### src/rtl/block_dictionary_deframer_unit_defines.svh
// assertion macros for the block dictionary deframer
// used by the modules that carry concurrent checks; no other dependencies
`ifndef BLOCK_DICTIONARY_DEFRAMER_UNIT_DEFINES_SVH
`define BLOCK_DICTIONARY_DEFRAMER_UNIT_DEFINES_SVH
`ifndef ASSERT_OFF
`define BDD_ASSERT(lbl, clk, rst, prop) \
   lbl: assert property (@(posedge clk) disable iff (rst) prop) \
      else $error("bdd assertion failed");
`define BDD_NEVER(lbl, clk, rst, cond) \
   lbl: assert property (@(posedge clk) disable iff (rst) !(cond)) \
      else $error("bdd forbidden condition seen");
`else
`define BDD_ASSERT(lbl, clk, rst, prop)
`define BDD_NEVER(lbl, clk, rst, cond)
`endif
`endif

### src/rtl/bdd_pkg.sv
// shared types, codes and defaults of the block dictionary deframer
// no dependencies
`timescale 1ns / 1ps
package bdd_pkg;
   localparam int BDD_DICT_DEPTH = 65536;
   localparam int BDD_MAX_BLOCK  = 4096;

   localparam int HDR_DSIZE_POS  = 8;
   localparam int HDR_BCOUNT_POS = 12;
   localparam int HDR_LEN        = 16;
   localparam int BLKHDR_LEN     = 8;
   localparam int FLAGHDR_LEN    = 2;

   localparam logic [1:0] KIND_OK    = 2'd0;
   localparam logic [1:0] KIND_CSUM  = 2'd1;
   localparam logic [1:0] KIND_RANGE = 2'd2;
   localparam logic [1:0] KIND_FLAG  = 2'd3;

   typedef enum logic [2:0] {
      PH_HEADER, PH_BLK_HDR, PH_PAYLOAD, PH_FLAG_HDR, PH_FLAG_OFF, PH_DONE
   } parse_phase_type;

   typedef enum logic [3:0] {
      ST_CLEAR, ST_IDLE, ST_CHECK, ST_COPY, ST_STATUS,
      ST_FRD0, ST_FOUT0, ST_FRD1, ST_FOUT1
   } ctl_state_type;

   typedef struct packed {
      logic take;
      logic clr_run;
      logic copy_start;
      logic copy_run;
      logic rd_sel;
      logic load_status;
      logic load_flag;
      logic flag_last;
   } cmd_type;

   typedef struct packed {
      logic clear_done;
      logic blk_evt;
      logic flag_evt;
      logic copy_ok;
      logic copy_done;
      logic out_free;
   } status_type;
endpackage

### src/rtl/bdd_ctrl.sv
// sequencing state machine of the deframer: clear, accept, copy, result beats
// depends on bdd_pkg
`timescale 1ns / 1ps
module bdd_ctrl (
   input  logic               clock,
   input  logic               reset,
   input  logic               req_valid,
   output logic               req_ready,
   input  bdd_pkg::status_type sts,
   output bdd_pkg::cmd_type    cmd
);
   import bdd_pkg::*;

   ctl_state_type state_ff, state_in;

   always_ff @(posedge clock) begin
      if (reset) begin
         state_ff <= ST_CLEAR;
      end else begin
         state_ff <= state_in;
      end
   end

   always_comb begin
      state_in = state_ff;
      unique case (state_ff)
         ST_CLEAR:  if (sts.clear_done) state_in = ST_IDLE;
         ST_IDLE:   if (req_valid) state_in = ST_CHECK;
         ST_CHECK: begin
            if (sts.blk_evt) state_in = sts.copy_ok ? ST_COPY : ST_STATUS;
            else if (sts.flag_evt) state_in = ST_FRD0;
            else state_in = ST_IDLE;
         end
         ST_COPY:   if (sts.copy_done) state_in = ST_STATUS;
         ST_STATUS: if (sts.out_free) state_in = ST_IDLE;
         ST_FRD0:   state_in = ST_FOUT0;
         ST_FOUT0:  if (sts.out_free) state_in = ST_FRD1;
         ST_FRD1:   state_in = ST_FOUT1;
         ST_FOUT1:  if (sts.out_free) state_in = ST_IDLE;
         default:   state_in = ST_CLEAR;
      endcase
   end

   always_comb begin
      cmd = '0;
      req_ready = 1'b0;
      unique case (state_ff)
         ST_CLEAR: cmd.clr_run = 1'b1;
         ST_IDLE: begin
            req_ready = 1'b1;
            cmd.take = req_valid;
         end
         ST_CHECK:  cmd.copy_start = sts.blk_evt & sts.copy_ok;
         ST_COPY:   cmd.copy_run = 1'b1;
         ST_STATUS: cmd.load_status = sts.out_free;
         ST_FRD0:   cmd.rd_sel = 1'b0;
         ST_FOUT0:  cmd.load_flag = sts.out_free;
         ST_FRD1:   cmd.rd_sel = 1'b1;
         ST_FOUT1: begin
            cmd.rd_sel = 1'b1;
            cmd.load_flag = sts.out_free;
            cmd.flag_last = 1'b1;
         end
         default: cmd = '0;
      endcase
   end
endmodule

### config.mk
export PLATFORM = sky130hd
export DESIGN_NAME = bdd_ctrl
export DESIGN_NICKNAME = d
export VERILOG_FILES = /design/src/rtl/block_dictionary_deframer_unit_defines.svh /design/src/rtl/bdd_pkg.sv /design/src/rtl/bdd_ctrl.sv
export SDC_FILE = /design/constraint.sdc
export NUM_CORES = 1
export LEC_CHECK = 0
export BUFFER_PORTS_ARGS = -buffer_cell sky130_fd_sc_hd__buf_2
export CAP_MARGIN = 10
export CORE_AREA = 2 2 39 41
export CTS_CLUSTER_DIAMETER = 100
export DETAILED_ROUTE_END_ITERATION = 8
export DIE_AREA = 0 0 41 43
export GPL_TIMING_DRIVEN = 0
export RECOVER_POWER = 100
export SYNTH_ARGS = -nofsm -noshare
export SYNTH_HDL_FRONTEND = slang
export SYNTH_SLANG_ARGS = --single-unit
### constraint.sdc
create_clock -name clock -period 1.93 [get_ports clock]
set_clock_uncertainty 0.2 [all_clocks]
set_input_delay 0.0965 -clock clock [delete_from_list [all_inputs] [get_ports clock]]
set_output_delay 0.0965 -clock clock [all_outputs]
set_load 0.01 [all_outputs]
Word level (Yosys, flattened, before mapping)
Index checks and enable logic that the tools add are counted.
{"block": "totals", "output_inout_bits": 9, "elab_cells": 38, "in_bits": 9, "regBits": 4}
{"block": "classes", "eq_ne": 13, "mux": 18, "n_reduce_logical": 5, "n_bitwise": 1}
{"operator": "4-bit one-hot mux with 8 select lines", "count": 1}
{"operator": "4-bit 2-to-1 mux", "count": 5}
{"operator": "4-bit by 3-bit == test with 1-bit output (second input constant)", "count": 4}
{"operator": "1-bit 2-to-1 mux", "count": 9}
{"operator": "3-bit 2-to-1 mux", "count": 3}
{"operator": "4-bit by 2-bit == test with 1-bit output (second input constant)", "count": 2}
{"operator": "2-bit != test (second input constant)", "count": 4}
{"operator": "2-bit OR reduction", "count": 3}
{"operator": "5-bit AND reduction", "count": 1}
{"operator": "4-bit by 1-bit == test with 1-bit output (second input constant)", "count": 1}
{"operator": "4-bit == test (second input constant)", "count": 1}
{"operator": "4-bit zero test", "count": 1}
{"operator": "2-bit by 1-bit != test with 1-bit output (second input constant)", "count": 1}
{"operator": "1-bit bitwise AND", "count": 1}

Logic depth before layout (Yosys ltp)
Gate-level depths: netlist of the first run.
{"block": "logic_depth", "depth_word": 4, "mapped_depth": 5, "ltp_nobuf": 4}

Least setup slack after synthesis of the first run
OpenSTA, ideal clock, no wires.
{"block": "synth_timing", "kind": "reg-to-reg", "from": "register state_ff[1]", "to": "register state_ff[2]", "n_path_buf": 1, "stages_incl_launch_ff": 6, "arrival_ns": 1.305, "setup_ns": 0.079, "setup_slack_ns": 0.346, "t_required_ns": 1.651, "synth_period_minus_slack_ns": 1.584, "cell_sequence": "dfxtp_1 buf_6 or3b_4 a211oi_2 a31oi_1 a211oi_2"}
{"block": "synth_via", "elab_chain_cells": 4, "word_cells_on_any_way": 17, "classes_between": "13 x eq/ne; 1 x mux; 3 x reduce/logical"}
{"item": "start: declaration", "line_no": "bdd_ctrl.sv:14", "source": "ctl_state_type state_ff, state_in;"}
{"item": "start signal: assignment", "line_no": "bdd_ctrl.sv:20", "source": "state_ff <= state_in;"}
{"item": "4-bit == test or 4-bit by 3-bit == test with 1-bit output (tied branches)", "line_no": "bdd_ctrl.sv:26", "source": "unique case (state_ff)"}
{"item": "2-bit OR reduction (no source line)"}
{"item": "2-bit by 1-bit != test with 1-bit output (no source line)"}
{"item": "5-bit AND reduction (no source line)"}
Parallel ways exist; a longest one is shown, timed or not.
A chain may end at the register's enable or synchronous reset.

==> results of run 1 <==
cell usage in the layout, fill, tap and decap left out:
master          n
nor2b_1         1
a21oi_1         2
dfxtp_1         4
clkbuf_1        8
dlygate4sd3_1   1
o21a_1          1
buf_2          10
inv_1           2
o311ai_0        1
nand3b_1        1
mux2_2          1
or2_0           1
clkbuf_4        3
nor3_1          5
o211ai_1        1
nor4b_1         1
nand2b_1        2
buf_4           1
or3b_1          1
nand2_1         4
and3_1          1
buf_6           1
or2_2           2
or3_1           1
and3b_1         1
a211oi_2        2
o22a_1          1
a31oi_1         2
or2b_1          1
nor2_1          9
o32ai_1         1
o21ai_0         4
layer usage:
layer  vias to the layer above  part of all wire, %
li1                        246                    -
met1                       208                   44
met2                        16                   47
met4                         0                  1.6
met3                         2                  7.2
met5                         -                    0
metrics by stage:
step | utilization [%] | hold slack, ps | instances | total power [W]
6_report | 37.9 | -1.88 | 93 | 0.000562
5_1_grt | 37.9 | 36.0 | 93 | 0.000605
4_1_cts | 38.8 | 3.00 | 93 | 0.000572
3_5_place_dp | 36.4 | 149 | 89 | 0.000456
3_3_place_gp | 36.4 | 147 | 89 | 0.000456
2_1_floorplan | - | -31.6 | 56 | 0.000361
timing repair:
item                                    CTS  global route
endpoints found under the setup margin    0             0
hold endpoints to repair                  2             0
hold buffers                              1             0
path summary, 6_finish.rpt:
path | startpoint | endpoint | depth (start not counted) | slack [ps]
setup / recovery | state_ff[1] | cmd[1] | 5 | 140
hold / removal | sts[0] | state_ff[3] | 3 | -2
setup reg to reg | state_ff[1] | state_ff[2] | 5 | 170
hold reg to reg | state_ff[1] | state_ff[1] | 3 | 450
power breakdown:
part	switching [W]	internal [W]	leakage [nW]
Sequential	0.0000282	0.000105	0.0327
Combinational	0.000181	0.000133	0.178
Clock	0.0000445	0.0000702	0.0138
Total	0.000253	0.000308	0.224
worst max-delay path, delay by kind of cell, from the launching register on:
| family | cells | cell delay (ps) |
|---|---|---|
| compound gates | 1 | 90 |
| buf+inv | 2 | 290 |
| simple gates | 2 | 570 |
| flops | 1 | 310 |
area by class of cell:
cell class / instances / share of cell area (%)
clock buffers: 3 / 4.30
flip-flops and latches: 4 / 15.3
multi-input cells: 47 / 54.4
plain buffers: 3 / 4.53
repair buffers: 18 / 16.2
well taps: 16 / 3.82
inverters: 2 / 1.43
cell families after synthesis:
kind of cell / Yosys count
muxes: 1
buffers and inverters: 5
DFF: 4
AOI/OAI and AO/OA: 15
and+or+nand+nor: 31
==> impl_metrics.csv, run 1 <==
group,metric,value,unit
synth,synthTopCellsByCount,"nor2_1 (9), nor3_1 (5), dfxtp_1 (4), nand2_1 (4), o21ai_0 (4)",
setup_path,end_kind,"output port",
synth,ys_ff_latch,4,
floorplanning,dieHeight,43,µm
cts,cts_buffers,3,
timing,tns,0,ps
setup_path,worstPathRequired,1630,ps
final_layout,multi_input_area,285,µm²
routing,routed_wl,1.06,mm
power_and_ir_drop,leakage,0.224,nW
grt,grt_pass1_wl,1.68,mm
power_and_ir_drop,power_density,1070,nW/µm²
final_layout,largestRegisters,"state_ff: 4 flops",
floorplanning,core-area,1380,µm²
job,drv_cap,0,
final_layout,seq_area,80.1,µm²
grt,antenna_found_initial,0,
synth,synth_fp_nets,65,
synth,synth_mux_area_share,2.82,%
synth,synth.most_common_cell,"nor2_1",
synth,synth_top_area_share,20.1,%
final_layout,area_growth,31.3,%
timing,hold_violations,1,
synth,synth.avg_cell_area,7.13,µm²
timing,finalMaxSlewViolations,0,
run_status,status,"finished, violations left",
timing,fin_crit,1790,ps
setup_path,slowest_stage,"or3b_1",
cts,cts_tree,"yes",
final_layout,final_layout_size_suffix_gt1_share,26.0,%
final_layout,largest_reg_flops,4,
floorplanning,die_area,1760,µm²
cts,cts_root_buf,"clkbuf_4",
setup_path,crit_fanout,10,
placement,dp_hpwl,796,µm
placement,port_buffers,17,
grt,grt_max_degree,11,
timing,worst_slack,140,ps
power_and_ir_drop,max-vdd-ir-drop,0.568,mV
synth,syn_area,399,µm²
routing,drc_errors,0,
grt,grt_pass1_vias,410,
setup_path,criticalPathCategory,"reg2out",
placement,gp_congestion,0.805,
floorplanning,die_w,41,µm
synth,syn_inst,56,
cts,cts_max_level,1,
floorplanning,initial_utilization,28.8,%
cts,cts_buffer_depth,2,
synth,ys_types,29,
routing,wl_per_cell,11.3,µm
cts,clk_pin_slew_worst_paths,40,ps
final_layout,stdcell_area,524,µm²
synth,synth-adder-area-share,0,%
final_layout,top_register,"state_ff",
floorplanning,rows,14,
final_layout,nets,88,
cts,clock-sinks,4,
routing,drtIter0Drc,12,
timing,finalSetupViolCount,0,
synth,yosysSeqAreaShare,20.1,%
timing,min_period_over_period,92.7,%
synth,ys_async_sr_fraction,0,%
placement,pre_cts_ws,194,ps
synth,synth_xor_area_share,0,%
cts,insertion_delay,250,ps
grt,grtUsageMet3,4.71,%
grt,grt_util_all_layers,14.2,%
grt,met1_usage,18.3,%
floorplanning,num_io_pins,18,
grt,gr-max-usage-layer,"met2",
timing,worst-slew-pin-transition,325,ps
placement,place_area,504,µm²
synth,synth_top_family_by_area,"simple AND/OR/NAND/NOR gates",
setup_path,cp-start-kind,"flip-flop",
synth,synth_edf_count,0,
routing,first_pass_iters,4,
synth,yosys.area_share.simple,42.0,%
final_layout,fillers,167,
synth,yosys-top-cells-area,"dfxtp_1 (20%), nor2_1 (8.5%), a211oi_2 (6.3%), nor3_1 (6.3%), o21ai_0 (5.0%)",
synth,synth_flop_cell,"dfxtp_1",
routing,num_vias,472,
timing,hold_slack,-1.88,ps
cts,post_cts_buffers,0,
grt,gr-usage-met2,20.6,%
min_path,hold_path.class,"in2reg",
setup_path,crit_chain,"buf_6 > or3b_1 > o21ai_0 > and3b_1 > clkbuf_1",
routing,drtAntennaViolNets,0,
cts,post_cts_resized,0,
timing,rsz0062_at_grt,"no",
setup_path,worstPathArrival,1490,ps
final_layout,antennaDiodeCount,0,
timing,max_freq,0.559,GHz
setup_path,cp_slowest_stage_delay,400,ps
grt,gr-total-overflow,0,
synth,synth_warnings,0,
synth,synth_top_cell_by_area,"dfxtp_1",
synth,synth_compound_area_share,27.3,%
timing,maxSlewHeadroom,78.1,%
routing,vias_per_cell,5.08,
run_status,violations,"hold timing",
Note: power is estimated with default switching activity, not from simulation.
==> inputs of run 2 (changes only) <==
--- a/config.mk
+++ b/config.mk
@@ -5,12 +5,12 @@
 export SDC_FILE = /design/constraint.sdc
 export NUM_CORES = 1
 export LEC_CHECK = 0
-export BUFFER_PORTS_ARGS = -buffer_cell sky130_fd_sc_hd__buf_2
 export CAP_MARGIN = 10
 export CORE_AREA = 2 2 39 41
 export CTS_CLUSTER_DIAMETER = 100
 export DETAILED_ROUTE_END_ITERATION = 8
 export DIE_AREA = 0 0 41 43
+export DONT_BUFFER_PORTS = 1
 export GPL_TIMING_DRIVEN = 0
 export RECOVER_POWER = 100
 export SYNTH_ARGS = -nofsm -noshare
==> run 2 against run 1 <==
The run now ends clean. Via count fell by 9.5%. Critical path depth did not move. Utilization fell by 4.0 points. Register-to-register slack improved by 20 ps. Fmax rose by 2.9%. Global-route usage fell by 1.0 points. Clock power fell by 10%. Critical endpoint is now state_ff[2].
==> impl_metrics.csv, run 2 (synthesis results as in run 1) <==
group,metric,value,unit
cts,cts_max_level,1,
cts,clock-sinks,4,
final_layout,antennaDiodeCount,0,
final_layout,nets,73,
power_and_ir_drop,power_density,1120,nW/µm²
routing,num_vias,427,
timing,maxSlewHeadroom,74.7,%
final_layout,fillers,151,
final_layout,final_layout_size_suffix_gt1_share,17.7,%
placement,gp_congestion,0.835,
cts,cts_root_buf,"clkbuf_4",
routing,routed_wl,1.02,mm
final_layout,layoutNonFillerInstCount,78,
grt,antenna_found_initial,0,
placement,port_buffers,0,
timing,rsz0062_at_grt,"no",
cts,clk_pin_slew_worst_paths,40,ps
timing,finalSetupViolCount,0,
floorplanning,dieHeight,43,µm
power_and_ir_drop,pwr-share-clk,19.7,%
timing,max_freq,0.575,GHz
final_layout,area_growth,17.6,%
power_and_ir_drop,switching_power,0.000235,W
job,drv_cap,0,
power_and_ir_drop,fin_total_pwr,0.000524,W
setup_path,criticalPathCategory,"reg2reg",
floorplanning,rows,14,
timing,worst-slew-pin-transition,376,ps
floorplanning,initial_utilization,28.8,%
grt,gr-total-overflow,0,
run_status,status,"completed",
setup_path,cp-start-kind,"flip-flop",
grt,grt_pass1_vias,382,
timing,tns,0,ps
cts,insertion_delay,230,ps
routing,vias_per_cell,5.47,
grt,grt_pass1_wl,1.55,mm
min_path,hold_path.class,"in2reg",
floorplanning,die_w,41,µm
cts,post_cts_buffers,0,
grt,grt_max_degree,11,
placement,dp_hpwl,752,µm
final_layout,largestRegisters,"state_ff: 4 flops",
setup_path,crit_fanout,10,
floorplanning,die_area,1760,µm²
floorplanning,core-area,1380,µm²
cts,cts_buffers,3,
final_layout,top_register,"state_ff",
final_layout,final_common_cell,"nor2_1",
power_and_ir_drop,p_int,0.000289,W
grt,grt_util_all_layers,13.1,%
cts,post_cts_resized,0,
power_and_ir_drop,max-vdd-ir-drop,0.551,mV
timing,min_period_over_period,90.1,%
power_and_ir_drop,sw_frac_of_total,44.9,%
cts,cts_tree,"yes",
power_and_ir_drop,leakage,0.186,nW
final_layout,most-common-layout-cells,"nor2_1 (9), nor3_1 (5), nand2_1 (4), o21ai_0 (4), dfxtp_1 (4)",
routing,wl_per_cell,13.0,µm
timing,fin_crit,1740,ps
setup_path,worstPathArrival,1690,ps
timing,hold_violations,0,
timing,worst_slack,190,ps
power_and_ir_drop,pwr-share-seq,25.5,%
timing,hold_slack,50.5,ps
timing,finalMaxSlewViolations,0,
placement,pre_cts_ws,222,ps
power_and_ir_drop,comb_power_share,54.8,%
routing,drtIter0Drc,14,
cts,cts_buffer_depth,2,
routing,drc_errors,0,
setup_path,end_kind,"flip-flop",
floorplanning,num_io_pins,18,
placement,placed_cells,72,
final_layout,largest_reg_flops,4,
routing,drtAntennaViolNets,0,
setup_path,worstPathRequired,1880,ps
routing,first_pass_iters,4,
==> run 2: path summary, 6_finish.rpt <==
kind	slack, ps	startpoint	endpoint	depth (start not counted)
setup / recovery	190	state_ff[1]	state_ff[2]	5
hold / removal	50	req_valid	state_ff[0]	3
setup reg to reg	190	state_ff[1]	state_ff[2]	5
hold reg to reg	450	state_ff[1]	state_ff[1]	3
==> run 2: power groups by stage <==
stage,Combinational [W],Sequential (W),Clock (W)
floorplan,0.000233,0.000128,0
global placement,0.000276,0.000135,0
detailed placement,0.000277,0.000135,0
CTS,0.000284,0.000133,0.000108
global route,0.000309,0.000136,0.000116
finish,0.000287,0.000134,0.000103
==> run 2: critical path, cell delays in order (launching register included) <==
cell and delay, ps:
dfxtp_1 310, buf_6 140, or3b_1 400, a211oi_2 300, a31oi_1 90, a211oi_2 230
==> run 2: repair_timing <==
item / 4_1_cts / 5_1_grt
endpoints found under the setup margin: 0 / 0
endpoints found under the hold margin: 4 / 0
hold buffers: 3 / 0
==> run 2: cell type report <==
class                   count  area [µm²]  share of cell area, %
clock buffers               3        22.5                   4.80
plain buffers               3        23.8                   5.07
inverters                   2        7.51                   1.60
well taps                  16        20.0                   4.27
multi-input cells          47         285                   60.8
repair buffers              3        30.0                   6.40
flip-flops and latches      4        80.1                   17.1
==> run 2: metrics by stage <==
step | utilization (%) | area (µm²)
floorplan | - | 399
global placement | 30.3 | 419
detailed placement | 30.3 | 419
CTS | 34.1 | 472
global route | 33.9 | 469
finish | 33.9 | 469
==> run 2: layer usage <==
metal | up-vias | wire length [µm] | GRT usage, %
li1 | 216 | - | -
met1 | 196 | 447 | 16.0
met2 | 15 | 477 | 18.8
met3 | 0 | 92 | 7.85
met4 | 0 | 0 | 4.00
met5 | - | 0 | 0
==> inputs of run 3 (changes only) <==
--- a/config.mk
+++ b/config.mk
@@ -5,6 +5,7 @@
 export SDC_FILE = /design/constraint.sdc
 export NUM_CORES = 1
 export LEC_CHECK = 0
+export ABC_AREA = 1
 export CAP_MARGIN = 10
 export CORE_AREA = 2 2 39 41
 export CTS_CLUSTER_DIAMETER = 100
@@ -12,6 +13,7 @@
 export DIE_AREA = 0 0 41 43
 export DONT_BUFFER_PORTS = 1
 export GPL_TIMING_DRIVEN = 0
+export PLACE_DENSITY_LB_ADDON = 0.05
 export RECOVER_POWER = 100
 export SYNTH_ARGS = -nofsm -noshare
 export SYNTH_HDL_FRONTEND = slang
==> constraint.sdc (replaced) <==
create_clock -name clock -period 1.77 [get_ports clock]
set_clock_uncertainty 0.2 [all_clocks]
set_input_delay 0.0885 -clock clock [delete_from_list [all_inputs] [get_ports clock]]
set_output_delay 0.0885 -clock clock [all_outputs]
set_load 0.01 [all_outputs]
==> run 3 against run 2 <==
Worst setup slack gained 84 ps. Worst hold slack lost 38 ps. Register-to-register slack gained 90 ps. Synthesized cell count grew 32%. Die area is the same. Highest routed layer unchanged.
==> impl_metrics.csv, run 3 <==
group,metric,value,unit
setup_path,end_kind,"output port",
power_and_ir_drop,power_density,1680,nW/µm²
timing,worst_slack,275,ps
synth,synth_fp_nets,83,
setup_path,r2r_start,"state_ff[3]",
timing,max_freq,0.669,GHz
timing,hold_violations,0,
synth,yosysSeqAreaShare,20.4,%
synth,ys_async_sr_fraction,0,%
floorplanning,rows,14,
grt,grt_pass1_wl,1.50,mm
power_and_ir_drop,fin_total_pwr,0.000804,W
routing,wl_per_cell,9.20,µm
routing,routed_wl,902,µm
synth,syn_area,392,µm²
synth,synth_top_area_share,20.4,%
final_layout,utilization,34.6,%
cts,cts_root_buf,"clkbuf_4",
floorplanning,initial_utilization,28.3,%
cts,insertion_delay,230,ps
grt,grt_util_all_layers,12.7,%
cts,cts_buffers,3,
job,drv_cap,0,
final_layout,most-common-layout-cells,"nand2_1 (21), inv_1 (17), nor2_1 (14), nand3_1 (7), dlygate4sd3_1 (5)",
setup_path,cp-start-kind,"flip-flop",
synth,synth.avg_cell_area,5.29,µm²
final_layout,fillers,169,
cts,post_cts_buffers,0,
setup_path,worstPathRequired,1480,ps
setup_path,endpoint,"cmd[1]",
timing,worst-slew-pin-transition,308,ps
grt,antenna_found_initial,0,
final_layout,final_layout_size_suffix_gt1_share,11.0,%
routing,vias_per_cell,4.22,
synth,synth_flop_cell,"dfxtp_1",
setup_path,rr_worst_depth,8,
placement,port_buffers,0,
setup_path,worstPathArrival,1210,ps
routing,first_pass_iters,1,
cts,cts_max_level,1,
floorplanning,core-area,1380,µm²
placement,gp_congestion,0.697,
timing,rsz0062_at_grt,"no",
routing,drtAntennaViolNets,0,
setup_path,cp-startpoint,"state_ff[1]",
timing,fin_crit,1500,ps
power_and_ir_drop,max-vdd-ir-drop,0.695,mV
floorplanning,num_io_pins,18,
run_status,status,"completed",
final_layout,stdcell_area,479,µm²
final_layout,final_common_cell,"nand2_1",
timing,tns,0,ps
final_layout,area_growth,22.4,%
final_layout,antennaDiodeCount,0,
cts,clk_pin_slew_worst_paths,40,ps
synth,synthTopCellsByCount,"nand2_1 (21), inv_1 (17), nor2_1 (12)",
synth,synth.most_common_cell,"nand2_1",
floorplanning,dieHeight,43,µm
timing,maxSlewHeadroom,79.4,%
routing,num_vias,414,
timing,finalSetupViolCount,0,
setup_path,reg2reg_slack,280,ps
timing,min_period_over_period,84.5,%
synth,synth_top_cell_by_area,"dfxtp_1",
placement,dp_hpwl,732,µm
setup_path,r2r-end,"state_ff[1]",
synth,syn_inst,74,
timing,finalMaxSlewViolations,0,
floorplanning,die_w,41,µm
setup_path,crit_fanout,5,
setup_path,criticalPathCategory,"reg2out",
final_layout,top_register,"state_ff",
grt,grt_max_degree,7,
routing,drc_errors,0,
min_path,worstHoldStart,"sts[4]",
final_layout,nets,93,
cts,clock-sinks,4,
final_layout,largest_reg_flops,4,
synth,ys_ff_latch,4,
min_path,hold_path.class,"in2reg",
synth,synth_edf_count,0,
placement,place_area,412,µm²
final_layout,largestRegisters,"state_ff: 4 flops",
cts,cts_tree,"yes",
power_and_ir_drop,leakage,0.308,nW
synth,yosys-top-cells-area,"dfxtp_1 (20%), nand2_1 (20%), inv_1 (16%), nor2_1 (12%), nand3_1 (8.9%)",
synth,synth_warnings,0,
placement,pre_cts_ws,374,ps
routing,drtIter0Drc,0,
grt,grt_pass1_vias,385,
floorplanning,die_area,1760,µm²
grt,gr-total-overflow,0,
cts,cts_buffer_depth,2,
synth,ys_types,14,
[run 3: logic make-up (layout without fill, tap and decap cells)]
| family | after synthesis | after routing | synth area share [%] |
|---|---|---|---|
| simple gates | 47 | 47 | 55.3 |
| compound gates | 5 | 5 | 7.03 |
| buf+inv | 18 | 26 | 17.3 |
| flops | 4 | 4 | 20.4 |
[run 3: cell type report]
class	instances	area, µm²	share of cell area, %
flip-flops and latches	4	80.1	16.7
inverters	18	67.6	14.1
repair buffers	5	50.0	10.4
clock buffers	3	22.5	4.70
well taps	16	20.0	4.18
multi-input cells	52	239	49.9
[run 3: power by group]
| group | switching, W | leakage (nW) | total [W] | internal [W] |
|---|---|---|---|---|
| clock | 0.0000370 | 0.0138 | 0.000113 | 0.0000758 |
| combinational | 0.000352 | 0.261 | 0.000526 | 0.000174 |
| sequential | 0.0000338 | 0.0330 | 0.000165 | 0.000131 |
| total | 0.000423 | 0.308 | 0.000804 | 0.000381 |
[run 3: repair_timing]
action	4_1_cts	5_1_grt
gates resized for setup	0	0
hold buffers	5	0
endpoints found under the hold margin	4	0
[run 3: critical path, stage by stage (launching register included)]
cell and delay [ps]:
dfxtp_1 340, nor2_1 200, nand2_1 160, a21oi_1 280
[run 3: through the flow]
step	hold slack [ps]	instances
floorplan	-42.4	74
global placement	-38.7	90
detailed placement	-38.5	90
CTS	13.6	98
global route	43.9	98
finish	12.0	98
[run 3: layer usage]
layer	global-route usage, %	wire length (µm)	up-vias	share of wire, %
li1	-	-	234	-
met1	16.1	429	172	48
met2	19.1	442	8	49
met3	1.57	30	0	3.3
met4	8.00	0	0	0
met5	0	0	-	0
[run 3: worst min path at each step]
stage	to	slack (ps)	cells past startpoint
floorplan	state_ff[0]	-40	1
global placement	state_ff[0]	-40	1
detailed placement	state_ff[0]	-40	1
CTS	state_ff[0]	10	5
global route	state_ff[0]	40	5
finish	state_ff[0]	10	5
